`src/rtl/astm_frame_receiver_macros.svh`:
```
// Assertion macros used by the frame receiver top module (astm_frame_receiver).
`ifndef ASTM_FRAME_RECEIVER_MACROS_SVH
`define ASTM_FRAME_RECEIVER_MACROS_SVH

// Checked on every clk edge outside reset.
`define AFR_ASSERT(label, prop, msg) \
	label: assert property (@(posedge clk) disable iff (!arst_n) prop) else $error(msg);

// Checked on every clk edge, reset included.
`define AFR_ASSERT_ALWAYS(label, prop, msg) \
	label: assert property (@(posedge clk) prop) else $error(msg);

`endif

```
`src/rtl/afr_pkg.sv`:
```
// Package: character codes, phase/event/reply codes, shared types and a hex-digit helper of the frame receiver.
`default_nettype none
package afr_pkg;

	localparam logic [7:0] C_STX = 8'h02;
	localparam logic [7:0] C_ETX = 8'h03;
	localparam logic [7:0] C_EOT = 8'h04;
	localparam logic [7:0] C_ENQ = 8'h05;
	localparam logic [7:0] C_ACK = 8'h06;
	localparam logic [7:0] C_LF  = 8'h0A;
	localparam logic [7:0] C_NAK = 8'h15;
	localparam logic [7:0] C_ETB = 8'h17;

	localparam logic [2:0] PH_IDLE = 3'd0;
	localparam logic [2:0] PH_BODY = 3'd1;
	localparam logic [2:0] PH_CK1  = 3'd2;
	localparam logic [2:0] PH_CK2  = 3'd3;
	localparam logic [2:0] PH_WOK  = 3'd4;
	localparam logic [2:0] PH_WBAD = 3'd5;

	localparam logic [2:0] EV_NONE = 3'd0;
	localparam logic [2:0] EV_ENQ  = 3'd1;
	localparam logic [2:0] EV_EOT  = 3'd2;
	localparam logic [2:0] EV_ACK  = 3'd3;
	localparam logic [2:0] EV_NAK  = 3'd4;
	localparam logic [2:0] EV_GOOD = 3'd5;
	localparam logic [2:0] EV_BAD  = 3'd6;
	localparam logic [2:0] EV_FMT  = 3'd7;

	localparam logic [1:0] RP_NONE = 2'd0;
	localparam logic [1:0] RP_ACK  = 2'd1;
	localparam logic [1:0] RP_NAK  = 2'd2;

	typedef struct packed {
		logic [2:0] phase;
		logic [7:0] running_sum;
		logic [7:0] first_hex_char;
		logic       stray_seen;
	} afr_state_t;

	typedef struct packed {
		logic [2:0] event_res;
		logic [1:0] reply;
		logic [7:0] frame_sum;
	} afr_res_t;

	// upper-case ASCII hex digit of a nibble
	function automatic logic [7:0] hex_digit(input logic [3:0] nib);
		if (nib < 4'd10) begin
			hex_digit = 8'h30 + {4'd0, nib};
		end else begin
			hex_digit = 8'h37 + {4'd0, nib};
		end
	endfunction

endpackage
`default_nettype wire

```
`src/rtl/astm_frame_receiver.sv`:
```
// A result word is valid in the cycle after its byte is accepted.
// Throughput: one byte per cycle while in_stall is low; the only loop is the registered state update.
// The result register lets a new byte in whenever the pending result is taken or absent.
// Reset (arst_n low, asynchronous) returns to idle with zero sum, no stray mark,
// and no result pending.
`default_nettype none
`include "astm_frame_receiver_macros.svh"
module astm_frame_receiver
	import afr_pkg::*;
(
	input  logic       clk,
	input  logic       arst_n,
	input  logic       in_valid,
	output logic       in_stall,
	input  logic [7:0] rx_byte,
	output logic       out_valid,
	input  logic       out_stall,
	output logic [2:0] event_res,
	output logic [1:0] reply,
	output logic [7:0] frame_sum
);

	afr_state_t state_q;
	afr_state_t state_nxt;
	afr_res_t   res_nxt;
	afr_res_t   res_q;
	logic       out_valid_q;
	logic       in_acc;
	logic       frame_end;

	assign in_stall = out_valid_q && out_stall;
	assign in_acc = in_valid && !in_stall;
	assign frame_end = (res_nxt.event_res == EV_GOOD) || (res_nxt.event_res == EV_BAD) ||
		(res_nxt.event_res == EV_FMT);

	afr_step u_step (
		.cur     (state_q),
		.rx_byte (rx_byte),
		.nxt     (state_nxt),
		.res     (res_nxt)
	);

	always_ff @(posedge clk or negedge arst_n) begin
		if (!arst_n) begin
			state_q <= '{phase: PH_IDLE, running_sum: '0, first_hex_char: '0,
				stray_seen: 1'b0};
			out_valid_q <= 1'b0;
		end else begin
			if (in_acc) begin
				state_q <= state_nxt;
				out_valid_q <= 1'b1;
			end else if (!out_stall) begin
				out_valid_q <= 1'b0;
			end
		end
	end

	always_ff @(posedge clk) begin
		if (in_acc) begin
			res_q <= res_nxt;
		end
	end

	assign out_valid = out_valid_q;
	assign event_res = res_q.event_res;
	assign reply     = res_q.reply;
	assign frame_sum = res_q.frame_sum;

	`AFR_ASSERT(a_phase_legal, (state_q.phase <= PH_WBAD), "phase left its legal range")
	`AFR_ASSERT(a_sum_only_on_end, (out_valid && frame_sum != 8'd0) |-> (event_res == EV_GOOD || event_res == EV_BAD || event_res == EV_FMT), "frame sum shown without frame end")
	`AFR_ASSERT(a_ack_reply, (out_valid && reply == RP_ACK) |-> (event_res == EV_ENQ || event_res == EV_GOOD), "ACK reply on wrong event")
	`AFR_ASSERT(a_end_to_idle, (in_acc && frame_end) |=> (state_q.phase == PH_IDLE && !state_q.stray_seen), "frame end did not return to clean idle")
	`AFR_ASSERT(a_stall_blocks_input, (out_valid && out_stall) |-> in_stall, "input taken over a held result")

endmodule
`default_nettype wire

```
`src/rtl/afr_step.sv`:
```
// Combinational per-word step: next receiver state and the result for one received byte.
`default_nettype none
module afr_step
	import afr_pkg::*;
(
	input  afr_state_t cur,
	input  logic [7:0] rx_byte,
	output afr_state_t nxt,
	output afr_res_t   res
);

	logic finish;
	logic good;
	logic hi_ok;
	logic lo_ok;
	logic in_frame;

	assign hi_ok = cur.first_hex_char == hex_digit(cur.running_sum[7:4]);
	assign lo_ok = rx_byte == hex_digit(cur.running_sum[3:0]);
	assign in_frame = (cur.phase == PH_BODY) || (cur.phase == PH_CK1) ||
		(cur.phase == PH_CK2) || (cur.phase == PH_WOK) || (cur.phase == PH_WBAD);

	always_comb begin
		nxt = cur;
		res = '0;
		finish = 1'b0;
		good = 1'b0;
		if (!in_frame) begin
			nxt.phase = PH_IDLE;
			unique case (rx_byte)
				C_STX: begin
					nxt.running_sum = '0;
					nxt.phase = PH_BODY;
				end
				C_ENQ: begin
					res.event_res = EV_ENQ;
					res.reply = RP_ACK;
					nxt.stray_seen = 1'b0;
				end
				C_EOT: begin
					res.event_res = EV_EOT;
					nxt.stray_seen = 1'b0;
				end
				C_ACK: begin
					res.event_res = EV_ACK;
					nxt.stray_seen = 1'b0;
				end
				C_NAK: begin
					res.event_res = EV_NAK;
					nxt.stray_seen = 1'b0;
				end
				default: begin
					nxt.stray_seen = 1'b1;
				end
			endcase
		end else if (rx_byte == C_STX) begin
			nxt.running_sum = '0;
			nxt.phase = PH_BODY;
		end else begin
			unique case (cur.phase)
				PH_BODY: begin
					nxt.running_sum = cur.running_sum + rx_byte;
					if (rx_byte == C_ETX || rx_byte == C_ETB) begin
						nxt.phase = PH_CK1;
					end
				end
				PH_CK1: begin
					if (rx_byte == C_LF) begin
						finish = 1'b1;
					end else begin
						nxt.first_hex_char = rx_byte;
						nxt.phase = PH_CK2;
					end
				end
				PH_CK2: begin
					if (rx_byte == C_LF) begin
						finish = 1'b1;
					end else begin
						nxt.phase = (hi_ok && lo_ok) ? PH_WOK : PH_WBAD;
					end
				end
				default: begin
					if (rx_byte == C_LF) begin
						finish = 1'b1;
						good = cur.phase == PH_WOK;
					end
				end
			endcase
		end
		if (finish) begin
			if (cur.stray_seen) begin
				res.event_res = EV_FMT;
				res.reply = RP_NAK;
			end else if (good) begin
				res.event_res = EV_GOOD;
				res.reply = RP_ACK;
			end else begin
				res.event_res = EV_BAD;
				res.reply = RP_NAK;
			end
			res.frame_sum = cur.running_sum;
			nxt.stray_seen = 1'b0;
			nxt.phase = PH_IDLE;
		end
	end

endmodule
`default_nettype wire
```
`config.mk`:
```
export PLATFORM = sky130hd
export DESIGN_NAME = astm_frame_receiver
export DESIGN_NICKNAME = d
export VERILOG_FILES = /design/src/rtl/afr_pkg.sv /design/src/rtl/astm_frame_receiver.sv /design/src/rtl/afr_step.sv
export VERILOG_INCLUDE_DIRS = /design/src /design/src/rtl
export SDC_FILE = /design/constraint.sdc
export NUM_CORES = 1
export LEC_CHECK = 0
export BUFFER_PORTS_ARGS = -buffer_cell sky130_fd_sc_hd__buf_2
export CAP_MARGIN = 30
export CORE_UTILIZATION = 30
export DETAILED_ROUTE_END_ITERATION = 16
export GPL_ROUTABILITY_DRIVEN = 0
export GPL_TIMING_DRIVEN = 0
export PLACE_DENSITY_LB_ADDON = 0.25
export SLEW_MARGIN = 25
export SYNTH_ARGS = -nofsm -noshare
export SYNTH_HDL_FRONTEND = slang
export SYNTH_SLANG_ARGS = --single-unit
```
`constraint.sdc`:
```
create_clock -name clk -period 4.9 [get_ports clk]
set_input_delay 0.98 -clock clk [delete_from_list [all_inputs] [get_ports clk]]
set_output_delay 0.98 -clock clk [all_outputs]
set_load 0.01 [all_outputs]
```
==> impl_metrics.ini, run 1 <==
[routing]
drc_errors = 0
num_vias = 1684
wire_per_inst_microns = 13.8
dr.pass1.iters = 4
initialDrtViolationCount = 76
drt-vias-per-instance = 4.87
postRouteWirelength_microns = 4780
postRouteAntennaNets = 0

[clock_network]
cts_buffers = 5
cts_resized = 0
cts_tree = done
clkSinkCount = 34
ctsHoldBuffers = 0
htree_levels = 2
clk_latency_ns = 0.29
clkTransAtPathRegs_ns = 0.07
clockBufferDepth = 2
clockRootBuffer = clkbuf_8
cts_setup_buffers = 0

[sta]
final.period_utilization_pct = 59.2
final-hold-violation-count = 0
tightest_slew_ns = 0.713
fin_ws_ns = 2.00
timing.final.crit_period_ns = 2.90
report.final.slew_viol_count = 0
max_freq_ghz = 0.345
tns_ns = 0
holdWs_ns = 0.518
slew_headroom_pct = 52.0
final-setup-viol-count = 0
fin_skew_ns = 0.00564
rsz0062_at_grt = no

[final_layout]
nFillCells = 772
antenna_cells = 0
design_area_sq_um = 2560
drive_above_1_share_pct = 23.5
area_growth_pct = 15.1
num-nets-final = 268

[power]
ir_worst_vdd_mv = 0.145
leakagePower_uw = 0.00107
power.density_nw_per_um2 = 486

[grt]
track_usage_pct = 13.9
antenna_found_initial = 0
grt_first_pass_wirelength_microns = 8050
grt_pass1_vias = 1627
gr-total-overflow = 0
grt_max_degree = 22

[placed_design]
dp_slack_ns = 1.73
postPlaceCellArea_sq_um = 2480
dp_hpwl_microns = 3550
io_buffers = 26

[critical_path]
crit_arrival_ns = 3.07
path_max_fanout = 8
cp.required_ns = 5.07
critPathCaptureType = flip-flop
path_class = primary input to flip-flop
start_kind = primary input

[floorplanning]
io_pins = 27
initial_core_util_pct = 30.8
core.rowCount = 31
die_h_microns = 88.1
dieArea_sq_um = 7760
die_x_microns = 88.1
coreArea_sq_um = 7210

[logic_synthesis]
yosysTopAreaCell = dfrtp_1
syn_area_sq_um = 2220
avgSynthCellArea_sq_um = 10.4
ys_seq_area_share_pct = 41.2
synth_edf_count = 13
synth_nets = 235
synth_ff_type = dfrtp_1
yosysWarnings = 0
synth_area_leaders = dfrtp_1, edfxtp_1, mux2_4
ys_ff_latch = 34
yosys.cell_count.top_type = dfrtp_1
synth_cell_type_count = 56
syn_inst = 213
synthTopCellsByCount = dfrtp_1, a21oi_1, edfxtp_1, nand2_1, o21ai_0
async_flop_share_pct = 61.8
synth_top_area_share_pct = 23.6

[job]
max_cap_violations = 0

[status]
status = finished, final reports clean

[min_path]
hold_class = flip-flop to flip-flop
==> logic make-up after synthesis <==
kind of cell	count (synthesis)	share of synthesized area, %
DFF	34	41.2
xor gates and xnor gates	14	5.51
adders and majority gates	10	5.96
and+or+nand+nor	71	19.5
muxes	11	6.86
buffers and inverters	18	3.88
AOI/OAI and AO/OA	55	17.1
==> path summary, 6_finish.rpt <==
path	from	end	slack, ns	depth (start not counted)
worst max-delay path	rx_byte[3]	state_q[3]$_DFFE_PN0P_	2.00	8
worst min register to register	state_q[8]$_DFFE_PN0P_	state_q[8]$_DFFE_PN0P_	0.52	1
max in group asynchronous	arst_n	state_q[5]$_DFFE_PN0P_	3.89	1
min in group asynchronous	arst_n	state_q[18]$_DFFE_PN0P_	0.66	1
worst max register to register	state_q[10]$_DFFE_PN0P_	state_q[17]$_DFFE_PN0P_	2.49	8
worst min-delay path	state_q[8]$_DFFE_PN0P_	state_q[8]$_DFFE_PN0P_	0.52	1
==> layout make-up <==
cell class	count	area [sq um]	share of cell area (%)
Buffer	10	56.3	2.20
Clock buffer	6	72.6	2.83
Clock inverter	2	8.76	0.342
Inverter	8	30.0	1.17
Multi-Input combinational cell	161	1220	47.8
Sequential cell	34	916	35.8
Tap cell	99	124	4.84
Timing Repair Buffer	26	130	5.08
==> critical path: stages <==
cell and delay, ns:
buf_2 0.16, nor4_1 0.66, nor2b_2 0.36, or2b_1 0.27, nor3_2 0.08, nand2b_2 0.08, buf_6 0.16, mux2_4 0.31
==> layer usage <==
layer	global-route usage, %	vias to the layer above	routed length, microns
met4	5.43	0	78
met3	3.20	6	165
met5	0	-	0
met2	21.8	32	2150
met1	18.5	803	2380
li1	-	843	-
==> metrics by stage <==
step           cells  util, %  power (uW)
2_1_floorplan    213        -         916
3_3_place_gp     338     34.4        1040
3_5_place_dp     338     34.4        1050
4_1_cts          346     35.5        1250
5_1_grt          346     35.5        1350
6_report         346     35.5        1240
==> state kept, by name (all words and copies together), names as in the netlist <==
name       cells
reply          2
frame_sum      8
event_res      3
out_valid      1
state_q       20
==> where the power goes <==
group | switching [uW] | leakage (uW) | internal, uW
logic | 303 | 0.000633 | 291
registers | 80.0 | 0.000390 | 371
clock network | 100 | 0.0000426 | 97.6
total | 484 | 0.00107 | 760
==> cell usage in the layout, fill, tap and decap left out, drive strengths merged, types with 3 or more instances in the layout <==
| master | netlist | layout |
|---|---|---|
| o21bai | 3 | 3 |
| clkbuf | 6 | 12 |
| and2 | 10 | 10 |
| buf | 4 | 30 |
| xor2 | 4 | 4 |
| nand2 | 14 | 14 |
| a211oi | 4 | 4 |
| xnor2 | 10 | 10 |
| nor3 | 4 | 4 |
| nor2 | 9 | 9 |
| nor2b | 4 | 4 |
| nor4 | 3 | 3 |
| a21oi | 15 | 15 |
| edfxtp | 13 | 13 |
| ha | 9 | 9 |
| nand3 | 6 | 6 |
| a22o | 8 | 8 |
| mux2 | 10 | 10 |
| o41ai | 3 | 3 |
| dfrtp | 21 | 21 |
| nand2b | 6 | 6 |
| nor3b | 3 | 3 |
| o21ai | 13 | 13 |
| inv | 8 | 8 |
Note: power is estimated with default switching activity, not from simulation.
==> inputs of run 2 (changes only) <==
--- a/config.mk
+++ b/config.mk
@@ -6,6 +6,7 @@
 export SDC_FILE = /design/constraint.sdc
 export NUM_CORES = 1
 export LEC_CHECK = 0
+export ABC_AREA = 1
 export BUFFER_PORTS_ARGS = -buffer_cell sky130_fd_sc_hd__buf_2
 export CAP_MARGIN = 30
 export CORE_UTILIZATION = 30
==> constraint.sdc (replaced) <==
create_clock -name clk -period 3 [get_ports clk]
set_input_delay 0.6 -clock clk [delete_from_list [all_inputs] [get_ports clk]]
set_output_delay 0.6 -clock clk [all_outputs]
set_load 0.01 [all_outputs]
==> impl_metrics.ini, run 2 <==
[sta]
fin_ws_ns = 0.990
final-setup-viol-count = 0
holdWs_ns = 0.253
tightest_slew_ns = 0.480
report.final.slew_viol_count = 0
final.period_utilization_pct = 67.0
max_freq_ghz = 0.498
rsz0062_at_grt = no
slew_headroom_pct = 68.0
timing.final.crit_period_ns = 2.01
fin_skew_ns = 0.0128
tns_ns = 0
final-hold-violation-count = 0

[power]
pwr-share-clk_pct = 16.4
switchingPower_uw = 972
p_seq_share_pct = 33.7
p_sw_share_pct = 44.6
leakagePower_uw = 0.00130
power.density_nw_per_um2 = 820
ir_worst_vdd_mv = 0.208
combPwrFrac_pct = 50.0
intPower_uw = 1210

[min_path]
hold_class = primary input to asynchronous set/reset pin

[placed_design]
dp_hpwl_microns = 4130
io_buffers = 26
postPlaceCellArea_sq_um = 2560
dp_slack_ns = 0.688

[final_layout]
area_growth_pct = 14.9
multi_input_area_sq_um = 1210
largest_reg_flops = 20
drive_above_1_share_pct = 20.7
final_cell_mix = nand2_1, inv_1, buf_2, nor2_1
num-nets-final = 359
regMostFlops = state_q
design_area_sq_um = 2660
nFillCells = 785
regArea_sq_um = 916
final_common_cell = nand2_1
antenna_cells = 0

[grt]
grt_max_degree = 22
track_usage_pct = 14.1
antenna_found_initial = 0
grt_first_pass_wirelength_microns = 8960
gr-total-overflow = 0
grt_pass1_vias = 1913

[logic_synthesis]
synth_ff_type = dfrtp_1
yosys.cell_count.top_type = nand2_1
yosysTopAreaCell = dfrtp_1
async_flop_share_pct = 61.8
synth_nets = 326
yosysWarnings = 0
synth_cell_type_count = 33
syn_area_sq_um = 2310
ys_ff_latch = 34
synth_top_area_share_pct = 22.7
synthTopCellsByCount = nand2_1, inv_1, nor2_1, dfrtp_1, nand3_1
avgSynthCellArea_sq_um = 7.60
synth_area_leaders = dfrtp_1, edfxtp_1, nand2_1
syn_inst = 304
synth_edf_count = 13
ys_seq_area_share_pct = 39.6

[floorplanning]
dieArea_sq_um = 8060
die_h_microns = 89.8
initial_core_util_pct = 31.5
coreArea_sq_um = 7330
die_x_microns = 89.8
core.rowCount = 31
io_pins = 27

[clock_network]
htree_levels = 2
cts_buffers = 5
cts_resized = 0
clk_latency_ns = 0.29
clkSinkCount = 34
ctsHoldBuffers = 0
clockBufferDepth = 2
clockRootBuffer = clkbuf_8
clkTransAtPathRegs_ns = 0.08
cts_setup_buffers = 0
cts_tree = done

[critical_path]
start_kind = primary input
path_max_fanout = 7
slowest_delay_ns = 0.42
crit_arrival_ns = 2.18
rr_worst_depth = 9
path_class = primary input to flip-flop
reg2reg_slack_ns = 1.06
critPathCaptureType = flip-flop
cpMaxStageDelayCell = fa_1
r2r_end = state_q[15]$_DFFE_PN0P_
r2r-start = state_q[9]$_DFFE_PN0P_
cp_cell_sequence = buf_2 -> ha_1 -> fa_1 -> nand3_1 -> nand3_1 -> nand2_1 -> nand2_1 -> a21oi_1 -> xor2_1 -> o22ai_1
cp.required_ns = 3.17

[routing]
num_vias = 1969
initialDrtViolationCount = 145
postRouteAntennaNets = 0
dr.pass1.iters = 4
drt-vias-per-instance = 4.51
postRouteWirelength_microns = 5120
drc_errors = 0
wire_per_inst_microns = 11.7

[job]
max_cap_violations = 0

[status]
status = finished, final reports clean
run 2: changes by cell type after synthesis, sizes merged, moves of 8 or more:
cell / previous run / this run
nor2: 9 / 35
inv: 8 / 44
nand2: 14 / 104
nand3: 6 / 24
a21oi: 15 / 7
a22o: 8 / 0
mux2: 10 / 0
and2: 10 / 0
run 2: through the flow:
| stage | instances | util (%) | total power [uW] |
|---|---|---|---|
| 6_report | 437 | 36.2 | 2180 |
| 5_1_grt | 437 | 36.2 | 2410 |
| 4_1_cts | 437 | 36.2 | 2200 |
| 3_5_place_dp | 429 | 35.0 | 1830 |
| 3_3_place_gp | 429 | 35.0 | 1820 |
| 2_1_floorplan | 304 | - | 1590 |
run 2: power groups by stage:
stage | registers [uW] | logic (uW) | clock network (uW)
after floorplan | 714 | 872 | 0
after global placement | 743 | 1080 | 0
after detailed placement | 743 | 1090 | 0
after CTS | 734 | 1100 | 368
after global routing | 756 | 1270 | 385
final | 733 | 1090 | 356
run 2: worst max-delay path by stage:
stage | slack [ns] | endpoint | startpoint
after floorplan | 1.06 | state_q[15]$_DFFE_PN0P_ | rx_byte[0]
after global placement | 0.73 | state_q[15]$_DFFE_PN0P_ | rx_byte[0]
after detailed placement | 0.69 | state_q[15]$_DFFE_PN0P_ | rx_byte[0]
after CTS | 1.0 | state_q[15]$_DFFE_PN0P_ | rx_byte[0]
after global routing | 0.86 | state_q[15]$_DFFE_PN0P_ | rx_byte[0]
final | 0.99 | state_q[15]$_DFFE_PN0P_ | rx_byte[0]
run 2: metal layers:
metal	global-route usage, %	vias to the layer above	wire length [microns]
met2	22.8	45	2280
met3	2.54	9	198
met1	19.0	871	2540
met5	0	-	0
li1	-	1044	-
met4	4.37	0	97
run 2: cell type report:
type | instances | share of cell area (%)
Timing Repair Buffer | 26 | 4.90
Sequential cell | 34 | 34.5
Tap cell | 99 | 4.66
Inverter | 45 | 6.41
Multi-Input combinational cell | 223 | 45.6
Buffer | 2 | 0.471
Clock buffer | 7 | 3.25
Clock inverter | 1 | 0.188
run 2: cell families after synthesis:
group                    Yosys count  synth area share, %
AO/OA/AOI/OAI                     33                 8.18
XOR/XNOR                           9                 3.41
adder cells (fa/ha/maj)           10                 5.74
buffers and inverters             47                 7.90
flip-flops                        34                 39.6
AND/OR/NAND/NOR                  171                 35.1
run 2: worst max-delay path: cells and delay by family:
kind	cells	cell delay [ns]
fa+ha+maj	2	0.67
buf+inv	1	0.17
compound gates	2	0.25
simple gates	4	0.33
xor+xnor	1	0.16
==> inputs of run 3 (changes only) <==
--- a/config.mk
+++ b/config.mk
@@ -6,7 +6,7 @@
 export SDC_FILE = /design/constraint.sdc
 export NUM_CORES = 1
 export LEC_CHECK = 0
-export ABC_AREA = 1
+export ABC_AREA = 0
 export BUFFER_PORTS_ARGS = -buffer_cell sky130_fd_sc_hd__buf_2
 export CAP_MARGIN = 30
 export CORE_UTILIZATION = 30
==> constraint.sdc (replaced) <==
create_clock -name clk -period 1.8 [get_ports clk]
set_input_delay 0.36 -clock clk [delete_from_list [all_inputs] [get_ports clk]]
set_output_delay 0.36 -clock clk [all_outputs]
set_load 0.01 [all_outputs]
==> impl_metrics.ini, run 3 (same netlist as run 1, synthesis figures left out) <==
[power]
power_uw = 3840
power.density_nw_per_um2 = 1300
ir_worst_vdd_mv = 0.415
leakagePower_uw = 0.00126

[grt]
grt_pass1_vias = 1722
antenna_found_initial = 0
grt_first_pass_wirelength_microns = 8540
track_usage_pct = 14.8
grt_max_degree = 22
gr-total-overflow = 0

[placed_design]
postPlaceCellArea_sq_um = 2530
dp_slack_ns = -0.684
dp_hpwl_microns = 3660
placed_cells = 338
io_buffers = 26

[critical_path]
r2r-start = state_q[9]$_DFFE_PN0P_
crit_arrival_ns = 2.20
cpMaxStageDelayCell = or4b_4
cp.required_ns = 1.97
cp_cell_sequence = buf_8 -> buf_8 -> or4b_4 -> nor4_4 -> and2_4 -> a211oi_2 -> a211oi_2 -> mux2_4
path_max_fanout = 4
slowest_delay_ns = 0.55
path_class = primary input to flip-flop
rr_worst_depth = 8
startpoint = rx_byte[4]
start_kind = primary input
reg2reg_slack_ns = -0.13
critPathCaptureType = flip-flop
critPathCapture = state_q[0]$_DFFE_PN0P_
r2r_end = state_q[15]$_DFFE_PN0P_

[clock_network]
clockBufferDepth = 2
clockRootBuffer = clkbuf_8
clkSinkCount = 34
clk_latency_ns = 0.29
htree_levels = 2
ctsHoldBuffers = 0
cts_tree = done
cts_buffers = 5
clkTransAtPathRegs_ns = 0.08

[sta]
rsz0062_at_grt = yes
final-hold-violation-count = 0
final-setup-viol-count = 25
fin_ws_ns = -0.229
slew_headroom_pct = 66.7
report.final.slew_viol_count = 0
timing.final.crit_period_ns = 2.03
max_freq_ghz = 0.493
tightest_slew_ns = 0.499
final.period_utilization_pct = 113
fin_skew_ns = 0.0118

[job]
max_cap_violations = 0

[routing]
wire_per_inst_microns = 14.4
drt-vias-per-instance = 4.87
postRouteWirelength_microns = 5320
num_vias = 1802
drc_errors = 0
dr.pass1.iters = 4
initialDrtViolationCount = 83
postRouteAntennaNets = 0

[min_path]
hold_class = primary input to asynchronous set/reset pin

[final_layout]
num-nets-final = 292
final_common_cell = buf_2
antenna_cells = 0
layout.cells.non_filler = 370
nFillCells = 728
area_growth_pct = 32.7
design_area_sq_um = 2950
final_cell_mix = buf_2, buf_4, dfrtp_1, edfxtp_1, nand2_1
largest_reg_flops = 20
drive_above_1_share_pct = 43.5
regMostFlops = state_q

[status]
status = complete, but fails checks
violations = negative setup slack

[floorplanning]
initial_core_util_pct = 30.8
die_x_microns = 88.1
dieArea_sq_um = 7760
core.rowCount = 31
die_h_microns = 88.1
coreArea_sq_um = 7210
io_pins = 27
-- run 3: cell types whose count changed in the layout (fill, tap and decap cells not counted), sizes merged, moves of 10 or more --
| cell | delta |
|---|---|
| nor2 | -26 |
| mux2 | +10 |
| and2 | +10 |
| buf | +29 |
| nand3 | -18 |
| inv | -36 |
| nand2 | -90 |
-- run 3: cell type report --
cell class	count	area, sq um	area share [%]
Clock inverter	2	10.0	0.339
Clock buffer	6	72.6	2.46
Timing Repair Buffer	52	353	12.0
Inverter	8	30.0	1.02
Sequential cell	34	922	31.2
Multi-Input combinational cell	161	1370	46.2
Buffer	8	75.1	2.54
Tap cell	99	124	4.20
-- run 3: metal layers --
| metal | vias to the layer above | global-route usage, % | part of all wire (%) |
|---|---|---|---|
| met1 | 880 | 19.8 | 48 |
| met4 | 0 | 5.57 | 1.1 |
| met3 | 6 | 3.02 | 2.3 |
| met2 | 26 | 23.7 | 48 |
| li1 | 890 | - | - |
| met5 | - | 0 | 0 |
-- run 3: worst max-delay path: cells and delay by family --
kind	cells	cell delay (ns)
buffers and inverters	2	0.21
multiplexers	1	0.31
AND/OR/NAND/NOR	3	1.06
AO/OA/AOI/OAI	2	0.24
-- run 3: worst min path at each step --
stage / startpoint / to / slack, ns / cells after the start
6_report: arst_n / state_q[1]$_DFFE_PN0P_ / 0.03 / 1
3_3_place_gp: arst_n / out_valid$_DFFE_PN0P_ / 0.35 / 1
4_1_cts: arst_n / state_q[1]$_DFFE_PN0P_ / 0.04 / 1
3_5_place_dp: arst_n / out_valid$_DFFE_PN0P_ / 0.35 / 1
2_1_floorplan: arst_n / out_valid$_DFFE_PN0P_ / 0.06 / 0
5_1_grt: arst_n / state_q[1]$_DFFE_PN0P_ / 0.06 / 1
-- run 3: per-stage QoR --
stage | hold slack (ns) | utilization, % | setup TNS, ns
floorplan | 0.0644 | - | -3.11
global placement | 0.351 | 35.1 | -15.17
detailed placement | 0.352 | 35.1 | -15.65
CTS | 0.0411 | 38.7 | -2.06
global route | 0.0564 | 40.9 | -4.62
finish | 0.0305 | 40.9 | -3.19
-- run 3: power by group --
part	internal (uW)	total [uW]	switching, uW
registers	1020	1250	227
clock network	268	561	293
logic	1060	2030	964
-- run 3: timing repair --
item                                    CTS  global route
gates resized for setup                  22            30
endpoints found under the setup margin   31            30
setup buffers                            12            14
pin swaps                                 4            13
